## src/sv/smtp_pkg.sv

```systemverilog
// Shared types, constants and character codes for the square matrix text parser.
package smtp_pkg;

	localparam int MAX_SIZE_DEF = 16;
	localparam int CNT_W        = 7;
	localparam int IDX_W        = 6;
	localparam int MAG_W        = 32;

	localparam logic [7:0] CH_OPEN  = 8'h5B;
	localparam logic [7:0] CH_CLOSE = 8'h5D;
	localparam logic [7:0] CH_COMMA = 8'h2C;
	localparam logic [7:0] CH_PLUS  = 8'h2B;
	localparam logic [7:0] CH_MINUS = 8'h2D;
	localparam logic [7:0] CH_SPACE = 8'h20;
	localparam logic [7:0] CH_TAB   = 8'h09;
	localparam logic [7:0] CH_CR    = 8'h0D;
	localparam logic [7:0] CH_ZERO  = 8'h30;
	localparam logic [7:0] CH_NINE  = 8'h39;
	localparam logic [7:0] CH_UC_A  = 8'h41;
	localparam logic [7:0] CH_UC_Z  = 8'h5A;
	localparam logic [7:0] CH_LC_A  = 8'h61;
	localparam logic [7:0] CH_LC_Z  = 8'h7A;

	typedef enum logic [2:0] {
		PH_OPEN     = 3'd0,
		PH_ROWSTART = 3'd1,
		PH_ELEM     = 3'd2,
		PH_NUM      = 3'd3,
		PH_SEP      = 3'd4,
		PH_DONE     = 3'd5
	} phase_t;

	typedef enum logic [2:0] {
		EV_NONE     = 3'd0,
		EV_INT      = 3'd1,
		EV_LETTER   = 3'd2,
		EV_ACCEPTED = 3'd3,
		EV_REJECTED = 3'd4
	} event_t;

	typedef struct packed {
		logic [7:0] character;
		logic       end_of_text;
	} src_item_t;

	typedef struct packed {
		logic [2:0]         event_res;
		logic signed [31:0] int_value;
		logic [7:0]         letter;
		logic [IDX_W-1:0]   row_index;
		logic [IDX_W-1:0]   column_index;
		logic [CNT_W-1:0]   matrix_size;
	} res_item_t;

	typedef struct packed {
		phase_t           phase;
		logic [MAG_W-1:0] mag;
		logic             neg;
		logic             digit_seen;
		logic             space_seen;
		logic [CNT_W-1:0] elem_cnt;
		logic [CNT_W-1:0] row_cnt;
		logic [CNT_W-1:0] first_w;
		logic             failed;
	} parse_state_t;

	localparam parse_state_t PARSE_RESET = '{
		phase:      PH_OPEN,
		mag:        '0,
		neg:        1'b0,
		digit_seen: 1'b0,
		space_seen: 1'b0,
		elem_cnt:   '0,
		row_cnt:    '0,
		first_w:    '0,
		failed:     1'b0
	};

endpackage

```

## src/sv/smtp_step.sv

```systemverilog
// Next-state and result logic of the parser for one character item.
module smtp_step import smtp_pkg::*; #(
	parameter int MAX_SIZE = MAX_SIZE_DEF
) (
	input  parse_state_t st,
	input  src_item_t    item,
	output parse_state_t nxt,
	output res_item_t    res
);

	logic [7:0]       ch;
	logic             is_ws;
	logic             is_letter;
	logic             is_digit;
	logic [MAG_W+3:0] mul_v;
	logic [MAG_W+3:0] lim_v;
	logic             ovf;
	logic             elem_full;
	logic             row_full;
	logic             accepted;

	assign ch        = item.character;
	assign is_ws     = (ch == CH_SPACE) || ((ch >= CH_TAB) && (ch <= CH_CR));
	assign is_letter = ((ch >= CH_UC_A) && (ch <= CH_UC_Z)) ||
	                   ((ch >= CH_LC_A) && (ch <= CH_LC_Z));
	assign is_digit  = (ch >= CH_ZERO) && (ch <= CH_NINE);

	// Times ten as two shifts and an add; the digit value is the low nibble.
	assign mul_v = ({4'b0, st.mag} << 3) + ({4'b0, st.mag} << 1) + (MAG_W+4)'(ch[3:0]);
	assign lim_v = st.neg ? (MAG_W+4)'(36'h080000000) : (MAG_W+4)'(36'h07FFFFFFF);
	assign ovf   = mul_v > lim_v;

	assign elem_full = st.elem_cnt >= CNT_W'(MAX_SIZE);
	assign row_full  = st.row_cnt >= CNT_W'(MAX_SIZE);
	assign accepted  = !st.failed && (st.phase == PH_DONE) && (st.row_cnt != '0) &&
	                   (st.row_cnt == st.first_w);

	// Handles the byte after an element: blanks, a comma or the row's closing bracket.
	function automatic parse_state_t sep_step(parse_state_t s, logic [7:0] c, logic ws);
		parse_state_t r;
		r = s;
		if (ws) begin
			r = s;
		end else if (c == CH_COMMA) begin
			r.phase = PH_ELEM;
		end else if (c == CH_CLOSE) begin
			if (s.row_cnt == '0) begin
				r.first_w    = s.elem_cnt;
				r.row_cnt    = s.row_cnt + 1'b1;
				r.space_seen = 1'b0;
				r.phase      = PH_ROWSTART;
			end else if (s.elem_cnt != s.first_w) begin
				r.failed = 1'b1;
			end else begin
				r.row_cnt    = s.row_cnt + 1'b1;
				r.space_seen = 1'b0;
				r.phase      = PH_ROWSTART;
			end
		end else begin
			r.failed = 1'b1;
		end
		return r;
	endfunction

	always_comb begin
		nxt = st;
		if (item.end_of_text) begin
			nxt = PARSE_RESET;
		end else if (!st.failed) begin
			unique case (st.phase)
				PH_OPEN: begin
					if (ch == CH_OPEN) begin
						nxt.phase      = PH_ROWSTART;
						nxt.space_seen = 1'b0;
					end else if (!is_ws) begin
						nxt.failed = 1'b1;
					end
				end
				PH_ROWSTART: begin
					if ((ch == CH_CLOSE) && !st.space_seen) begin
						nxt.phase = PH_DONE;
					end else if (is_ws) begin
						nxt.space_seen = 1'b1;
					end else if (ch == CH_OPEN) begin
						if (row_full) begin
							nxt.failed = 1'b1;
						end else begin
							nxt.elem_cnt = '0;
							nxt.phase    = PH_ELEM;
						end
					end else begin
						nxt.failed = 1'b1;
					end
				end
				PH_ELEM: begin
					if (is_letter) begin
						if (elem_full) begin
							nxt.failed = 1'b1;
						end else begin
							nxt.elem_cnt = st.elem_cnt + 1'b1;
							nxt.phase    = PH_SEP;
						end
					end else begin
						nxt.mag        = '0;
						nxt.neg        = 1'b0;
						nxt.digit_seen = 1'b0;
						nxt.space_seen = 1'b0;
						nxt.phase      = PH_NUM;
						if (is_ws) begin
							nxt.space_seen = 1'b1;
						end else if (ch == CH_MINUS) begin
							nxt.neg = 1'b1;
						end else if (ch == CH_PLUS) begin
							nxt.neg = 1'b0;
						end else if (is_digit) begin
							// A first digit cannot overflow.
							nxt.mag        = MAG_W'(ch[3:0]);
							nxt.digit_seen = 1'b1;
						end else begin
							nxt.failed = 1'b1;
						end
					end
				end
				PH_NUM: begin
					if (is_digit) begin
						if (ovf) begin
							nxt.failed = 1'b1;
						end else begin
							nxt.mag        = mul_v[MAG_W-1:0];
							nxt.digit_seen = 1'b1;
						end
					end else if (st.digit_seen) begin
						if (elem_full) begin
							nxt.failed = 1'b1;
						end else begin
							nxt.elem_cnt = st.elem_cnt + 1'b1;
							nxt.phase    = PH_SEP;
							nxt          = sep_step(nxt, ch, is_ws);
						end
					end else if (st.space_seen && is_ws) begin
						nxt.space_seen = 1'b1;
					end else if (st.space_seen && ((ch == CH_MINUS) || (ch == CH_PLUS))) begin
						nxt.neg        = (ch == CH_MINUS);
						nxt.space_seen = 1'b0;
					end else begin
						nxt.failed = 1'b1;
					end
				end
				PH_SEP: begin
					nxt = sep_step(st, ch, is_ws);
				end
				default: begin
					// Anything after the outer closing bracket is an error.
					nxt.failed = 1'b1;
				end
			endcase
		end
	end

	always_comb begin
		res = '0;
		if (item.end_of_text) begin
			if (accepted) begin
				res.event_res   = EV_ACCEPTED;
				res.matrix_size = st.row_cnt;
			end else begin
				res.event_res = EV_REJECTED;
			end
		end else if (!st.failed && !elem_full) begin
			if ((st.phase == PH_ELEM) && is_letter) begin
				res.event_res    = EV_LETTER;
				res.letter       = ch;
				res.row_index    = st.row_cnt[IDX_W-1:0];
				res.column_index = st.elem_cnt[IDX_W-1:0];
			end else if ((st.phase == PH_NUM) && st.digit_seen && !is_digit) begin
				res.event_res    = EV_INT;
				res.int_value    = st.neg ? -$signed(st.mag) : $signed(st.mag);
				res.row_index    = st.row_cnt[IDX_W-1:0];
				res.column_index = st.elem_cnt[IDX_W-1:0];
			end
		end
	end

endmodule

```

## src/sv/square_matrix_text_parser_core.sv

```systemverilog
// Top level of the square matrix text parser: input register, parser state, result register.
//
// Usage: the source channel (src_valid, src_stall, src_item) carries one text byte per
// item, or an end-of-text marker. An item moves when valid is high and stall is low.
// Every accepted item yields exactly one result item on the result channel (res_valid,
// res_stall, res_item): an integer element, a letter element, an accepted or rejected
// verdict at end of text, or an empty event for bytes that finish nothing.
// Path: an accepted item is held in the input register, parsed from there and its result
// loaded into the result register once that is free; res_item then shows it.
// Throughput: one item per cycle unless res_stall holds. The parser state update for a byte
// is one short combinational step, so an item may follow every cycle while results drain.
// Stall: when the receiver stalls, the result register holds, the input register fills,
// and src_stall rises once both are occupied; nothing is lost or repeated.
// Reset: arst_n clears the valid flags and returns the parser to the state that expects
// the outer opening bracket. An end-of-text item also returns the parser to that state.
module square_matrix_text_parser_core import smtp_pkg::*; #(
	parameter int MAX_SIZE = MAX_SIZE_DEF
) (
	input  logic      clk,
	input  logic      arst_n,
	input  logic      src_valid,
	output logic      src_stall,
	input  src_item_t src_item,
	output logic      res_valid,
	input  logic      res_stall,
	output res_item_t res_item
);

	// Input register stage.
	logic         vld_s1;
	src_item_t    item_s1;

	// Parser state and result register.
	parse_state_t state_q;
	parse_state_t state_nxt;
	res_item_t    res_nxt;
	res_item_t    res_q;
	logic         res_vld_q;

	logic         res_free;
	logic         advance;
	logic         take;

	// The result register can load when it is empty or being taken this cycle.
	assign res_free  = !res_vld_q || !res_stall;
	assign advance   = vld_s1 && res_free;
	assign src_stall = vld_s1 && !res_free;
	assign take      = src_valid && !src_stall;

	always_ff @(posedge clk or negedge arst_n) begin
		if (!arst_n) begin
			vld_s1 <= 1'b0;
		end else if (take || advance) begin
			vld_s1 <= take;
		end
	end

	always_ff @(posedge clk) begin
		if (take) begin
			item_s1 <= src_item;
		end
	end

	smtp_step #(
		.MAX_SIZE(MAX_SIZE)
	) u_step (
		.st  (state_q),
		.item(item_s1),
		.nxt (state_nxt),
		.res (res_nxt)
	);

	// The parser state only moves when the buffered item is handed to the result register.
	always_ff @(posedge clk or negedge arst_n) begin
		if (!arst_n) begin
			state_q <= PARSE_RESET;
		end else if (advance) begin
			state_q <= state_nxt;
		end
	end

	always_ff @(posedge clk or negedge arst_n) begin
		if (!arst_n) begin
			res_vld_q <= 1'b0;
		end else if (res_free) begin
			res_vld_q <= advance;
		end
	end

	always_ff @(posedge clk) begin
		if (advance) begin
			res_q <= res_nxt;
		end
	end

	assign res_valid = res_vld_q;
	assign res_item  = res_q;

endmodule

```

## config.mk

```make
export PLATFORM = sky130hd
export DESIGN_NAME = square_matrix_text_parser_core
export DESIGN_NICKNAME = d
export VERILOG_FILES = /design/src/sv/smtp_pkg.sv /design/src/sv/smtp_step.sv /design/src/sv/square_matrix_text_parser_core.sv
export SDC_FILE = /design/constraint.sdc
export NUM_CORES = 1
export LEC_CHECK = 0
export BUFFER_PORTS_ARGS = -buffer_cell sky130_fd_sc_hd__buf_2
export CAP_MARGIN = 20
export CORE_MARGIN = 2
export CORE_UTILIZATION = 50
export DETAILED_ROUTE_END_ITERATION = 6
export PLACE_DENSITY = 0.67
export SLEW_MARGIN = 20
export SYNTH_ARGS = -nofsm -noshare
export SYNTH_HDL_FRONTEND = slang
export SYNTH_SLANG_ARGS = --single-unit
```

## constraint.sdc

```tcl
create_clock -name clk -period 6.55 [get_ports clk]
set_input_delay 1.31 -clock clk [delete_from_list [all_inputs] [get_ports clk]]
set_output_delay 1.31 -clock clk [all_outputs]
set_load 0.01 [all_outputs]
```

==> impl_results.rst <==
.. list-table::
   :header-rows: 1

   * - Metric
     - Value
   * - Outcome
     - finished clean
   * - Share of layout cells above drive strength 1
     - roughly 12%
   * - Antenna diode instance count
     - 0
   * - Core Rows
     - 50
   * - Total number of vias
     - between 7000 and 8000
   * - Global placement routability congestion
     - 0.971
   * - Number of fill cells
     - between 1500 and 2000
   * - Final routed DRC violation total
     - 0
   * - Floorplan core area
     - approximately 19000 sq um
   * - Worst relative slew slack
     - 29.5%
   * - Number of antenna violations at the first check in global routing
     - 0
   * - Number of violations reported at the end of detailed-routing iteration 0
     - 648
   * - Number of enable flip-flop cells after synthesis
     - 71
   * - Top cells by area, synth
     - sky130_fd_sc_hd__edfxtp_1 22%, sky130_fd_sc_hd__dfrtp_1 16%, sky130_fd_sc_hd__ha_1 13%, sky130_fd_sc_hd__xor2_1 4.5%, sky130_fd_sc_hd__nor2_1 3.7%
   * - Top-area cell type share of the netlist area
     - between 20% and 30%
   * - Buffers inserted by post-CTS timing repair
     - 0
   * - HPWL Detailed
     - 17300 microns
   * - Area growth from synthesis to layout
     - 12.0%
   * - Number of detailed-route iterations in the first pass
     - 7
   * - Transition time at the pin with the least slew margin
     - roughly 1000 ps
   * - Peak clock frequency supported by timing
     - approximately 170 MHz
   * - Predominant post-synthesis flop cell
     - sky130_fd_sc_hd__edfxtp_1
   * - Chip width
     - 143 microns
   * - Crit-path leading delay family
     - compound AO/OA/AOI/OAI gates
   * - Period utilization
     - 90.3%
   * - Cell taking the most area after synthesis
     - sky130_fd_sc_hd__edfxtp_1
   * - Initial Utilization
     - 51.2%
   * - Vias in the first global route
     - 7556
   * - Wire length of the first global-routing pass
     - 38300 microns
   * - Delay contributed by the slowest stage of the critical path
     - about 590 ps
   * - Detailed-route wire length per cell
     - 17.3 microns
   * - Maximum fanout encountered on the critical timing path
     - 24
   * - Logic pwr share
     - between 10% and 20%
   * - Synthesized instance count
     - 1010
   * - IR drop worst, VDD
     - about 0.15 mV
   * - Area occupied by multi-input gates
     - 5700 sq um
   * - Leak pwr
     - 4.97 nW
   * - Clock buffers created by TritonCTS
     - 17
   * - Largest family of logic cells by synthesized area
     - simple AND/OR/NAND/NOR gates
   * - Switching part of the total
     - 27.4%
   * - Hold depth
     - 1
   * - Sequential cell area
     - 3690 sq um
   * - Tightest hold margin
     - 486 ps
   * - Number of primary I/O pins
     - 77
   * - Clock tree sinks
     - 133
   * - Path length in cells of the critical path
     - 19
   * - Deepest level of the CTS H-tree
     - 4
   * - Clk root buf
     - sky130_fd_sc_hd__clkbuf_16
   * - Data arrival at the endpoint of the critical path
     - 6260 ps
   * - Clock tree from TritonCTS
     - done
   * - CTS Hold Buffers Added
     - 0
   * - Avg Vias per Cell
     - 5.89
   * - Chain of cells forming the critical path
     - fa_1 > fa_1 > a21o_1 > a221oi_2 > a2bb2oi_2 > a21oi_1 > a311o_1 > xor2_1 > ha_1 > and4_1 > nand2_1 > nor4_1 > nand2_1 > a31oi_1 > o32ai_1 > nor4b_2 > a21oi_2 > buf_4 > a22o_1
   * - Global routing usage summed across all routing layers
     - 23.6%
   * - Share of synthesized cell area in full adder, half adder and majority cells
     - 13.4%
   * - Final-layout setup total negative slack
     - 0 ps
   * - Min cycle time layout
     - approximately 5900 ps
   * - # setup viols final
     - 0
   * - Worst path slowest cell
     - sky130_fd_sc_hd__fa_1
   * - Sw Pwr
     - 626 uW
   * - Xor/xnor cell area share of the yosys netlist
     - 7.91%
   * - Number of warnings printed during yosys synthesis
     - 0
   * - Routed wire length
     - 23300 microns
   * - Maxcap violations
     - 0
   * - Mapped Avg Cell Area
     - 9.54 sq um
   * - Number of cells upsized or downsized after cts
     - 0
   * - Clk Latency, worst-skew pair
     - 410 ps
   * - Power per standard cell area
     - roughly 210 nW/um^2
   * - Hold Violations, Final
     - 0
   * - Share of total power in sequential cells
     - 44.1%
   * - Leftover overflow at the end of global routing
     - 0
   * - Skew final
     - 9.94 ps
   * - Kind of end point of the critical path
     - register
   * - Max Buffers Root-to-Sink
     - 2
   * - R2r worst-path depth
     - 19
   * - Critical Path Source Type
     - register
   * - Port buffer count
     - 76
   * - Number of distinct library cell variants in the gate-level netlist after synthesis
     - 71
   * - Sequential fraction of the synthesis area
     - about two fifths
   * - Post-DRT Antenna Nets
     - 0
   * - Async S/R FF share, synth
     - between 40% and 50%
   * - Pins Over Slew Limit
     - 0
   * - Die Span Y
     - 143 microns
   * - Portion of netlist area occupied by mux cells
     - 1.51%
   * - Netlist area before placement
     - 9640 sq um
   * - Buf+Inv Stages, Crit Path
     - 1
   * - RSZ-0062 raised after global routing
     - false
   * - Pin count of the biggest net entering global routing
     - 63
   * - Area share of and/or/nand/nor cells after synthesis
     - about a fifth
   * - Hold Crit Class
     - register to register
   * - Internal power summed over all cells
     - 1.66 mW
   * - Count of nets after finishing
     - 1188
   * - Critical path class
     - register to register
   * - Synthesis-stage register bit count
     - 133
   * - Critical path data required time
     - 6900 ps
   * - Total Die Area
     - 20400 sq um
   * - Library cell with the highest instance count after synthesis
     - sky130_fd_sc_hd__ha_1
   * - Clock edge transition at the registers on the reported setup and hold paths
     - 60 ps
   * - Fraction of the mapped netlist area in compound gates
     - 17.5%
   * - Commonest cells in the synthesized netlist
     - 100 x sky130_fd_sc_hd__ha_1, 96 x sky130_fd_sc_hd__nor2_1, 81 x sky130_fd_sc_hd__nand2_1, 71 x sky130_fd_sc_hd__edfxtp_1, 65 x sky130_fd_sc_hd__a21oi_1
   * - Power share of the clock group
     - 40.4%
path summary, 6_finish.rpt:
path                                  from          end  slack [ps]
worst max-delay path            item_s1[4]  state_q[38]         630
worst min-delay path                vld_s1    res_valid         490
worst max register to register  item_s1[4]  state_q[38]         630
worst min register to register      vld_s1    res_valid         490
max in group asynchronous           arst_n  state_q[24]        4860
min in group asynchronous           arst_n  state_q[34]        1080
flip-flops by register name, indices dropped and copies added (netlist names):
name and cells:
item_s1 9, res_item 62, res_valid 1, state_q 60, vld_s1 1
layout make-up:
type / count / area share [%]
clock buffer: 20 / 4.04
clock inverter: 12 / 1.26
inverter: 28 / 0.973
multi-input combinational: 813 / 52.8
sequential: 133 / 34.1
tap: 260 / 3.01
timing repair buffer: 80 / 3.80
through the flow:
step	setup WS [ps]	util [%]	power (mW)	cells	area, sq um
floorplan	1350	-	1.26	1012	9650
global placement	811	54.3	1.37	1314	10200
detailed placement	698	54.3	1.37	1314	10200
CTS	649	57.3	2.30	1346	10800
global route	227	57.3	2.39	1346	10800
finish	634	57.3	2.29	1346	10800
kinds of logic after synthesis:
family          count (synthesis)
mux                            13
flops                         133
fa+ha+maj                     102
buf+inv                        66
simple gates                  355
xor+xnor                       87
compound gates                253
other cells                     1
per-layer routing:
layer,vias up,global-route usage [%],part of all wire (%)
met4,0,8.81,3.2
li1,3869,-,-
met5,-,0,0
met1,3747,31.7,45
met3,57,3.45,4.3
met2,252,38.8,47
power by group through the flow:
stage	Clock, mW	Sequential (mW)	Combinational, mW
after CTS	0.940	1.01	0.352
after floorplan	0	1.00	0.254
after global routing	0.978	1.02	0.399
after detailed placement	0	1.02	0.350
final	0.926	1.01	0.353
after global placement	0	1.02	0.347
placed cells by master (no fill, tap or decap), drive strengths merged, types with 24 or more instances in the layout:
cell type and count:
xor2 50, nor2 96, inv 28, dfrtp 62, buf 80, nor3 25
ha 100, nand3 24, edfxtp 71, nand2 81, a21oi 65, a22o 30
xnor2 37, o21ai 59
Power figures use the tool's default switching activity.
